<file path="config.mk">
export PLATFORM = sky130hd
export DESIGN_NAME = cluster_bounds_and_size_filter_flat
export DESIGN_NICKNAME = d
export VERILOG_FILES = /design/src/sv/cbsf_pkg.sv /design/src/sv/cbsf_point_if.sv /design/src/sv/cbsf_result_if.sv /design/src/sv/cluster_bounds_and_size_filter.sv /design/src/flat_wrapper.sv
export VERILOG_INCLUDE_DIRS = /design/src /design/src/sv
export SDC_FILE = /design/constraint.sdc
export NUM_CORES = 1
export LEC_CHECK = 0
export ABC_CLOCK_PERIOD_IN_PS = 6300
export BUFFER_PORTS_ARGS = -buffer_cell sky130_fd_sc_hd__buf_2
export CORE_MARGIN = 1
export CORE_UTILIZATION = 28
export CTS_CLUSTER_SIZE = 8
export DETAILED_ROUTE_END_ITERATION = 16
export SYNTH_ARGS = -nofsm -noshare
export SYNTH_HDL_FRONTEND = slang
export SYNTH_SLANG_ARGS = --single-unit
</file>
<file path="constraint.sdc">
create_clock -name clk -period 6.3 [get_ports clk]
set_input_delay 1.26 -clock clk [delete_from_list [all_inputs] [get_ports clk]]
set_output_delay 1.26 -clock clk [all_outputs]
set_load 0.02 [all_outputs]
</file>
<file path="src/sv/cluster_bounds_and_size_filter_defines.svh">
// ----------------------------------------------------------------------------
// Cluster bounds and size filter: assertion macros
// Check wrappers shared by the block; define NO_ASSERTIONS to drop them.
// ----------------------------------------------------------------------------
`ifndef CLUSTER_BOUNDS_AND_SIZE_FILTER_DEFINES_SVH
`define CLUSTER_BOUNDS_AND_SIZE_FILTER_DEFINES_SVH

`ifndef NO_ASSERTIONS
// cond true now implies expr true in the same cycle
`define CBSF_ASSERT_NOW(lbl, cond, expr) \
  lbl: assert property (@(posedge clk) disable iff (rst) (cond) |-> (expr)) \
    else $error("cbsf: check failed in the same cycle");
// cond true now implies expr true in the next cycle
`define CBSF_ASSERT_NEXT(lbl, cond, expr) \
  lbl: assert property (@(posedge clk) disable iff (rst) (cond) |=> (expr)) \
    else $error("cbsf: check failed in the following cycle");
`else
`define CBSF_ASSERT_NOW(lbl, cond, expr)
`define CBSF_ASSERT_NEXT(lbl, cond, expr)
`endif

`endif

</file>
<file path="src/sv/cbsf_pkg.sv">
// ----------------------------------------------------------------------------
// Cluster bounds and size filter: package
// Widths, types and register indexes shared by the interfaces and the block.
// ----------------------------------------------------------------------------
package cbsf_pkg;

  localparam int COORD_BITS = 20;
  localparam int MAX_POINTS = 65536;
  localparam int EXT_BITS   = 20;
  localparam int AXES_BITS  = 2;
  localparam int NUM_AXES   = 3;

  localparam int CNT_BITS   = $clog2(MAX_POINTS + 1);
  localparam int SUM_BITS   = COORD_BITS + $clog2(MAX_POINTS);
  localparam int STEP_BITS  = $clog2(SUM_BITS);
  localparam int CMP_BITS   = (COORD_BITS > EXT_BITS) ? COORD_BITS : EXT_BITS;
  localparam int IDX_BITS   = 3;

  typedef logic signed [COORD_BITS-1:0] coord_t;
  typedef logic signed [SUM_BITS-1:0]   sum_t;
  typedef logic [CNT_BITS-1:0]          cnt_t;
  typedef logic [EXT_BITS-1:0]          ext_t;
  typedef logic [AXES_BITS-1:0]         axes_t;
  typedef logic [1:0]                   axis_idx_t;

  typedef enum logic [IDX_BITS-1:0] {
    REG_X_EXT_MIN   = 3'd0,
    REG_X_EXT_MAX   = 3'd1,
    REG_Y_EXT_MIN   = 3'd2,
    REG_Y_EXT_MAX   = 3'd3,
    REG_Z_EXT_MIN   = 3'd4,
    REG_Z_EXT_MAX   = 3'd5,
    REG_AXES_NEEDED = 3'd6
  } cfg_reg_t;

  localparam ext_t  EXT_MIN_RESET     = '0;
  localparam ext_t  EXT_MAX_RESET     = '1;
  localparam axes_t AXES_NEEDED_RESET = axes_t'(3);

endpackage

</file>
<file path="src/sv/cbsf_point_if.sv">
// ----------------------------------------------------------------------------
// Cluster bounds and size filter: point channel
// One point of a cluster per item, last point marked.
// ----------------------------------------------------------------------------
interface cbsf_point_if import cbsf_pkg::*; ();
  logic   valid;
  logic   ready;
  coord_t px;
  coord_t py;
  coord_t pz;
  logic   last_point;

  modport source (output valid, px, py, pz, last_point, input ready);
  modport sink   (input valid, px, py, pz, last_point, output ready);
endinterface

</file>
<file path="src/sv/cbsf_result_if.sv">
// ----------------------------------------------------------------------------
// Cluster bounds and size filter: result channel
// Centroid, bounds and size flag of one finished cluster per item.
// ----------------------------------------------------------------------------
interface cbsf_result_if import cbsf_pkg::*; ();
  logic   valid;
  logic   ready;
  coord_t centroid_x;
  coord_t centroid_y;
  coord_t centroid_z;
  coord_t min_x;
  coord_t min_y;
  coord_t min_z;
  coord_t max_x;
  coord_t max_y;
  coord_t max_z;
  logic   size_ok;

  modport source (output valid, centroid_x, centroid_y, centroid_z, min_x, min_y, min_z,
                  max_x, max_y, max_z, size_ok, input ready);
  modport sink   (input valid, centroid_x, centroid_y, centroid_z, min_x, min_y, min_z,
                  max_x, max_y, max_z, size_ok, output ready);
endinterface

</file>
<file path="src/sv/cluster_bounds_and_size_filter.sv">
// ----------------------------------------------------------------------------
// Cluster bounds and size filter
// Bounding box, centroid and extent check over the points of one cluster.
// ----------------------------------------------------------------------------
// An ordinary point is taken at once: min, max, sums and count update as it
// is accepted. After the point marked last, no point is taken until a single
// restoring divider has worked out the three centroid axes one after the
// other, one quotient bit per cycle. The result then sits in an output
// register, and points of the next cluster are taken while it waits; a
// further last point waits for the register to empty before its result is
// loaded.
`include "cluster_bounds_and_size_filter_defines.svh"

module cluster_bounds_and_size_filter import cbsf_pkg::*; (
  input  logic                  clk,
  input  logic                  rst,
  input  logic                  cfg_we,
  input  logic [IDX_BITS-1:0]   cfg_index,
  input  logic [EXT_BITS-1:0]   cfg_wdata,
  cbsf_point_if.sink            points,
  cbsf_result_if.source         results
);

  typedef enum logic [3:0] {
    ST_ACCUM = 4'b0001,
    ST_LOAD  = 4'b0010,
    ST_DIV   = 4'b0100,
    ST_DONE  = 4'b1000
  } state_t;

  state_t state, state_next;

  ext_t  ext_min [NUM_AXES];
  ext_t  ext_max [NUM_AXES];
  axes_t axes_needed;

  coord_t low_corner  [NUM_AXES];
  coord_t high_corner [NUM_AXES];
  sum_t   coord_sums  [NUM_AXES];
  cnt_t   point_count;

  coord_t low_next  [NUM_AXES];
  coord_t high_next [NUM_AXES];
  sum_t   sums_next [NUM_AXES];
  coord_t pt        [NUM_AXES];

  // shared divider
  axis_idx_t             axis;
  logic [SUM_BITS-1:0]   dvd, dvd_next;
  cnt_t                  rem, rem_next;
  logic [STEP_BITS-1:0]  step;
  logic                  neg;
  logic [CNT_BITS:0]     trial;
  logic                  trial_ge;
  sum_t                  sum_sel;
  coord_t                quot_low;
  coord_t                cen [NUM_AXES];

  logic [AXES_BITS-1:0]  passed;
  logic                  size_ok_calc;
  logic                  pt_acc;
  logic                  out_load;

  assign pt[0] = points.px;
  assign pt[1] = points.py;
  assign pt[2] = points.pz;

  assign points.ready = (state == ST_ACCUM);
  assign pt_acc       = points.valid && points.ready;
  assign out_load     = (state == ST_DONE) && (!results.valid || results.ready);

  // configuration
  always_ff @(posedge clk) begin
    if (rst) begin
      for (int a = 0; a < NUM_AXES; a++) begin
        ext_min[a] <= EXT_MIN_RESET;
        ext_max[a] <= EXT_MAX_RESET;
      end
      axes_needed <= AXES_NEEDED_RESET;
    end else if (cfg_we) begin
      case (cfg_index)
        REG_X_EXT_MIN:   ext_min[0]  <= cfg_wdata;
        REG_X_EXT_MAX:   ext_max[0]  <= cfg_wdata;
        REG_Y_EXT_MIN:   ext_min[1]  <= cfg_wdata;
        REG_Y_EXT_MAX:   ext_max[1]  <= cfg_wdata;
        REG_Z_EXT_MIN:   ext_min[2]  <= cfg_wdata;
        REG_Z_EXT_MAX:   ext_max[2]  <= cfg_wdata;
        REG_AXES_NEEDED: axes_needed <= cfg_wdata[AXES_BITS-1:0];
        default: ;
      endcase
    end
  end

  // per-point update; first point of a cluster overwrites the corners
  always_comb begin
    for (int a = 0; a < NUM_AXES; a++) begin
      if (point_count == '0) begin
        low_next[a]  = pt[a];
        high_next[a] = pt[a];
      end else begin
        low_next[a]  = (pt[a] < low_corner[a])  ? pt[a] : low_corner[a];
        high_next[a] = (pt[a] > high_corner[a]) ? pt[a] : high_corner[a];
      end
      sums_next[a] = coord_sums[a] + {{(SUM_BITS-COORD_BITS){pt[a][COORD_BITS-1]}}, pt[a]};
    end
  end

  // extent check
  always_comb begin
    logic [COORD_BITS-1:0] extent;
    logic [CMP_BITS-1:0]   ext_w;
    passed = '0;
    for (int a = 0; a < NUM_AXES; a++) begin
      extent = COORD_BITS'(high_corner[a] - low_corner[a]);
      ext_w  = CMP_BITS'(extent);
      if (ext_w >= CMP_BITS'(ext_min[a]) && ext_w <= CMP_BITS'(ext_max[a]))
        passed = passed + AXES_BITS'(1);
    end
    size_ok_calc = (passed >= axes_needed);
  end

  // divider step
  assign sum_sel  = coord_sums[axis];
  assign trial    = {rem, dvd[SUM_BITS-1]};
  assign trial_ge = (trial >= {1'b0, point_count});
  assign rem_next = trial_ge ? CNT_BITS'(trial - {1'b0, point_count})
                             : trial[CNT_BITS-1:0];
  assign dvd_next = {dvd[SUM_BITS-2:0], trial_ge};
  assign quot_low = neg ? -coord_t'(dvd_next[COORD_BITS-1:0])
                        : coord_t'(dvd_next[COORD_BITS-1:0]);

  always_comb begin
    state_next = state;
    case (state)
      ST_ACCUM: if (pt_acc && points.last_point) state_next = ST_LOAD;
      ST_LOAD:  state_next = ST_DIV;
      ST_DIV: begin
        if (step == '0) state_next = (axis == axis_idx_t'(NUM_AXES - 1)) ? ST_DONE : ST_LOAD;
      end
      ST_DONE:  if (out_load) state_next = ST_ACCUM;
      default:  state_next = ST_ACCUM;
    endcase
  end

  always_ff @(posedge clk) begin
    if (rst) begin
      state       <= ST_ACCUM;
      axis        <= '0;
      point_count <= '0;
      for (int a = 0; a < NUM_AXES; a++) coord_sums[a] <= '0;
    end else begin
      state <= state_next;
      if (pt_acc) begin
        // hold sums and count once saturated
        if (point_count < CNT_BITS'(MAX_POINTS)) begin
          for (int a = 0; a < NUM_AXES; a++) coord_sums[a] <= sums_next[a];
          point_count <= point_count + CNT_BITS'(1);
        end
      end else if (state == ST_DIV && step == '0) begin
        axis <= (axis == axis_idx_t'(NUM_AXES - 1)) ? '0 : axis + axis_idx_t'(1);
      end else if (out_load) begin
        for (int a = 0; a < NUM_AXES; a++) coord_sums[a] <= '0;
        point_count <= '0;
      end
    end
  end

  // datapath registers
  always_ff @(posedge clk) begin
    if (pt_acc) begin
      for (int a = 0; a < NUM_AXES; a++) begin
        low_corner[a]  <= low_next[a];
        high_corner[a] <= high_next[a];
      end
    end
    case (state)
      ST_LOAD: begin
        neg  <= sum_sel[SUM_BITS-1];
        dvd  <= sum_sel[SUM_BITS-1] ? SUM_BITS'(-sum_sel) : SUM_BITS'(sum_sel);
        rem  <= '0;
        step <= STEP_BITS'(SUM_BITS - 1);
      end
      ST_DIV: begin
        dvd  <= dvd_next;
        rem  <= rem_next;
        step <= step - STEP_BITS'(1);
        if (step == '0) cen[axis] <= quot_low;
      end
      default: ;
    endcase
  end

  // output register
  always_ff @(posedge clk) begin
    if (rst) begin
      results.valid <= 1'b0;
    end else if (out_load) begin
      results.valid <= 1'b1;
    end else if (results.ready) begin
      results.valid <= 1'b0;
    end
  end

  always_ff @(posedge clk) begin
    if (out_load) begin
      results.centroid_x <= cen[0];
      results.centroid_y <= cen[1];
      results.centroid_z <= cen[2];
      results.min_x      <= low_corner[0];
      results.min_y      <= low_corner[1];
      results.min_z      <= low_corner[2];
      results.max_x      <= high_corner[0];
      results.max_y      <= high_corner[1];
      results.max_z      <= high_corner[2];
      results.size_ok    <= size_ok_calc;
    end
  end

  `CBSF_ASSERT_NEXT(a_last_starts_div, pt_acc && points.last_point, state == ST_LOAD)
  `CBSF_ASSERT_NEXT(a_load_clears, out_load, results.valid && point_count == '0)
  `CBSF_ASSERT_NOW(a_count_bound, 1'b1, point_count <= CNT_BITS'(MAX_POINTS))
  `CBSF_ASSERT_NOW(a_div_nonzero, state == ST_DIV || state == ST_LOAD, point_count != '0)

endmodule
</file>
<file path="src/flat_wrapper.sv">
// flat-port wrapper written by rule: the top's interface ports become plain ports
module cluster_bounds_and_size_filter_flat import cbsf_pkg::*;
  (clk, rst, cfg_we, cfg_index, cfg_wdata, points_valid, points_px, points_py, points_pz, points_last_point, points_ready, results_valid, results_centroid_x, results_centroid_y, results_centroid_z, results_min_x, results_min_y, results_min_z, results_max_x, results_max_y, results_max_z, results_size_ok, results_ready);
  cbsf_point_if points_i ();
  cbsf_result_if results_i ();
  input  logic clk;
  input  logic rst;
  input  logic cfg_we;
  input  logic [IDX_BITS-1:0] cfg_index;
  input  logic [EXT_BITS-1:0] cfg_wdata;
  input wire logic [$bits(points_i.valid)-1:0] points_valid;
  input wire logic [$bits(points_i.px)-1:0] points_px;
  input wire logic [$bits(points_i.py)-1:0] points_py;
  input wire logic [$bits(points_i.pz)-1:0] points_pz;
  input wire logic [$bits(points_i.last_point)-1:0] points_last_point;
  output wire logic [$bits(points_i.ready)-1:0] points_ready;
  output wire logic [$bits(results_i.valid)-1:0] results_valid;
  output wire logic [$bits(results_i.centroid_x)-1:0] results_centroid_x;
  output wire logic [$bits(results_i.centroid_y)-1:0] results_centroid_y;
  output wire logic [$bits(results_i.centroid_z)-1:0] results_centroid_z;
  output wire logic [$bits(results_i.min_x)-1:0] results_min_x;
  output wire logic [$bits(results_i.min_y)-1:0] results_min_y;
  output wire logic [$bits(results_i.min_z)-1:0] results_min_z;
  output wire logic [$bits(results_i.max_x)-1:0] results_max_x;
  output wire logic [$bits(results_i.max_y)-1:0] results_max_y;
  output wire logic [$bits(results_i.max_z)-1:0] results_max_z;
  output wire logic [$bits(results_i.size_ok)-1:0] results_size_ok;
  input wire logic [$bits(results_i.ready)-1:0] results_ready;
  assign points_i.valid = points_valid;
  assign points_i.px = points_px;
  assign points_i.py = points_py;
  assign points_i.pz = points_pz;
  assign points_i.last_point = points_last_point;
  assign points_ready = points_i.ready;
  assign results_valid = results_i.valid;
  assign results_centroid_x = results_i.centroid_x;
  assign results_centroid_y = results_i.centroid_y;
  assign results_centroid_z = results_i.centroid_z;
  assign results_min_x = results_i.min_x;
  assign results_min_y = results_i.min_y;
  assign results_min_z = results_i.min_z;
  assign results_max_x = results_i.max_x;
  assign results_max_y = results_i.max_y;
  assign results_max_z = results_i.max_z;
  assign results_size_ok = results_i.size_ok;
  assign results_i.ready = results_ready;
  cluster_bounds_and_size_filter u_core (.clk(clk), .rst(rst), .cfg_we(cfg_we), .cfg_index(cfg_index), .cfg_wdata(cfg_wdata), .points(points_i), .results(results_i));
endmodule
</file>
==> impl_metrics.csv <==
group,metric,value,unit
worst_hold_path,hold_class,"flop to flop",
cts,postCtsSetupBuffers,0,
route,drc,0,
synth,synth.distinct_cells,89,
sta,finalCritPeriodShare,87.7,%
synth,yosysSeqAreaShare,50.6,%
cts,cts-root-buf,"clkbuf_16",
synth,synth_area_per_cell,11.2,sq um
synth,synthesis.nets,4060,
place,place_congestion,0.904,
cells_and_area,nFillCells,14100,
sta,max-slew-margin-rel,24.9,%
route,post_drt_wl_per_cell,19.6,um
die,initial_core_util,28.3,%
place,dp_hpwl,87400,um
critical_path,cp.required,6.75,ns
sta,final-hold-violation-count,0,
sta,fmax,181,MHz
cells_and_area,seqCellArea,0.0201,sq mm
sta,fin_tns_setup,0,ns
place,placed_cell_area,0.0433,sq mm
sta,fin_skew,0.0373,ns
pwr,power_leakage,19.0,nW
sta,setup_viol,0,
synth,synth-edff-count,649,
die,die_h,378,um
sta,whs,0.411,ns
synth,synth_cells,3539,
critical_path,cp_max_fo,3,
synth,synth_warnings,0,
cells_and_area,drive_above_1_share,12.7,%
pwr,peakVddDrop,0.267,mV
grt,grt_start_max_net_pins,123,
grt,grt.total_usage,15.5,%
cts,cts.sinks,677,
cells_and_area,fin_nets,4374,
die,std_cell_rows,137,
route,vias,28500,
die,ios,272,
run_status,status,"finished, final reports clean",
critical_path,arrival,5.98,ns
cts,htree_levels,3,
route,drt_iter0_drc,1951,
sta,drv_slew,0,
pwr,powerDensity,453,mW/mm^2
run,drv_cap,0,
route,ant_nets,0,
cts,clock_latency,0.70,ns
sta,rsz0062_at_grt,"no",
synth,synth_area,0.0396,sq mm
grt,grt_antenna_before_repair,14,
grt,grt_pass1_wl,169000,um
sta,finalCriticalPeriod,5.53,ns
die,core_area,0.140,sq mm
cells_and_area,final_area,0.0460,sq mm
cts,ctsResizeCount,0,
synth,synth_seq_cells,677,
grt,grt_pass1_vias,27700,
critical_path,endpoint_kind,"flop",
synth,synth-main-ff-cell,"edfxtp_1",
cts,cts_inserted_buffers,95,
place,portBuffers,271,
route,drt_wl_total,113000,um
cells_and_area,syn2layout_area_growth,16.0,%
synth,synthArstFlopShare,0,%
critical_path,crit_type,"flop to flop",
die,fp.dieArea,0.143,sq mm
cts,hold_buffers,0,
cts,cts.path.max_buffers,3,
critical_path,cp-start-kind,"flop",
route,drt_pre_antenna_iters,6,
die,die_x,378,um
cells_and_area,multi_input_area,0.0181,sq mm
cts,path_clk_slew,0.06,ns
sta,max_slew.worst_pin.slew,1.13,ns
cts,cts_tree,"built",
route,vias_per_cell,4.93,
grt,overflow,0,
==> final cells by class <==
class	count	area share, %
sequential	677	43.6
antenna	2	0.0109
inverter	331	2.72
tap	1876	5.11
clock buffer	128	5.46
timing repair buffer	296	3.41
clock inverter	9	0.327
multi-input combinational	2452	39.3
==> report_power, final <==
group          switching (mW)  internal (mW)  leakage, nW
logic                    5.66           3.77         11.3
registers               0.547           6.09         6.40
clock network            1.98           2.75         1.28
==> registers in the layout (all words and copies together), names as in the netlist, 36 cells and up, named ones only <==
name                flops
u_core.coord_sums     108
u_core.cen             60
u_core.ext_max         60
u_core.ext_min         60
u_core.high_corner     60
u_core.low_corner      60
u_core.dvd             36
==> critical path, stage by stage, from the launching register on <==
cell and delay [ns]:
edfxtp_1 0.41, inv_1 0.08, ha_1 0.16, inv_1 0.06, fa_1 0.42, a211oi_1 0.24, o21bai_1 0.13, a31o_2 0.27
nand4_1 0.11, nand3_1 0.08, a31oi_1 0.30, o21ai_0 0.17, xor2_1 0.20, ha_1 0.33, nand4_1 0.18, nor4_1 0.44
o21ai_0 0.15, o211ai_1 0.11, a2bb2oi_1 0.24, nor3_1 0.12, ha_1 0.30, xor2_1 0.16, ha_1 0.30, nand2b_1 0.14
a21o_1 0.17
==> Yosys cell counts (35+ instances only) <==
library cell / number / area share, %
o21a_1: 47 / 0.89
nand2b_1: 36 / 0.57
nor3_1: 89 / 1.1
nand3_1: 71 / 0.90
a211oi_1: 38 / 0.72
inv_1: 328 / 3.1
clkbuf_1: 68 / 0.64
mux2i_1: 39 / 0.99
nand2_1: 212 / 2.0
nand4_1: 68 / 1.1
nor2_1: 226 / 2.1
ha_1: 425 / 13
xnor2_1: 118 / 2.6
xor2_1: 64 / 1.4
o21ai_0: 154 / 1.9
and3_1: 35 / 0.55
a21o_1: 159 / 3.0
edfxtp_1: 649 / 49
a21oi_1: 229 / 2.9
==> worst paths after layout <==
| check | startpoint | slack (ns) | cells after the start | to |
|---|---|---|---|---|
| worst max register to register | u_core.high_corner[0][20]$_DFFE_PP_ | 0.77 | 24 | u_core.results.size_ok$_DFFE_PP_ |
| worst max-delay path | u_core.high_corner[0][20]$_DFFE_PP_ | 0.77 | 24 | u_core.results.size_ok$_DFFE_PP_ |
| worst min-delay path | u_core.cen[2][13]$_DFFE_PP_ | 0.41 | 0 | results_centroid_z[13]$_DFFE_PP_ |
| worst min register to register | u_core.cen[2][13]$_DFFE_PP_ | 0.41 | 0 | results_centroid_z[13]$_DFFE_PP_ |
==> metrics by stage <==
step	setup slack (ns)	instances	utilization (%)	power, mW
after floorplan	0.773	3539	-	13.4
after global placement	0.972	5632	30.9	15.9
after detailed placement	0.914	5632	30.9	16.1
after CTS	0.865	5769	32.8	20.9
after global routing	0.530	5770	32.9	22.3
final	0.773	5771	32.9	20.8
==> routing by layer <==
metal / vias to the layer above / track usage, % / wire (um)
li1: 13800 / - / -
met1: 13800 / 19.2 / 47800
met2: 707 / 26.8 / 55600
met3: 178 / 2.24 / 5340
met4: 8 / 6.32 / 4130
met5: - / 0 / 50
==> cell families (layout without fill, tap and decap cells) <==
logic type      after synthesis  after routing  share of synthesized area (%)
other cells                   0              2                              0
compound gates              873            873                           14.4
mux                          74             74                           2.06
xor+xnor                    182            182                           4.02
flops                       677            677                           50.6
fa+ha+maj                   432            432                           13.8
buf+inv                     410            764                           3.98
simple gates                891            891                           11.2
==> placed cells by master, fill, tap and decap left out, types with 47 or more instances in the layout <==
cell,count
edfxtp_1,649
ha_1,425
inv_1,327
buf_2,271
a21oi_1,228
nor2_1,226
nand2_1,212
a21o_1,159
o21ai_0,154
xnor2_1,118
clkbuf_16,95
nor3_1,86
nand3_1,71
nand4_1,68
xor2_1,64
o21a_1,47
Note: power is estimated with default switching activity, not from simulation.
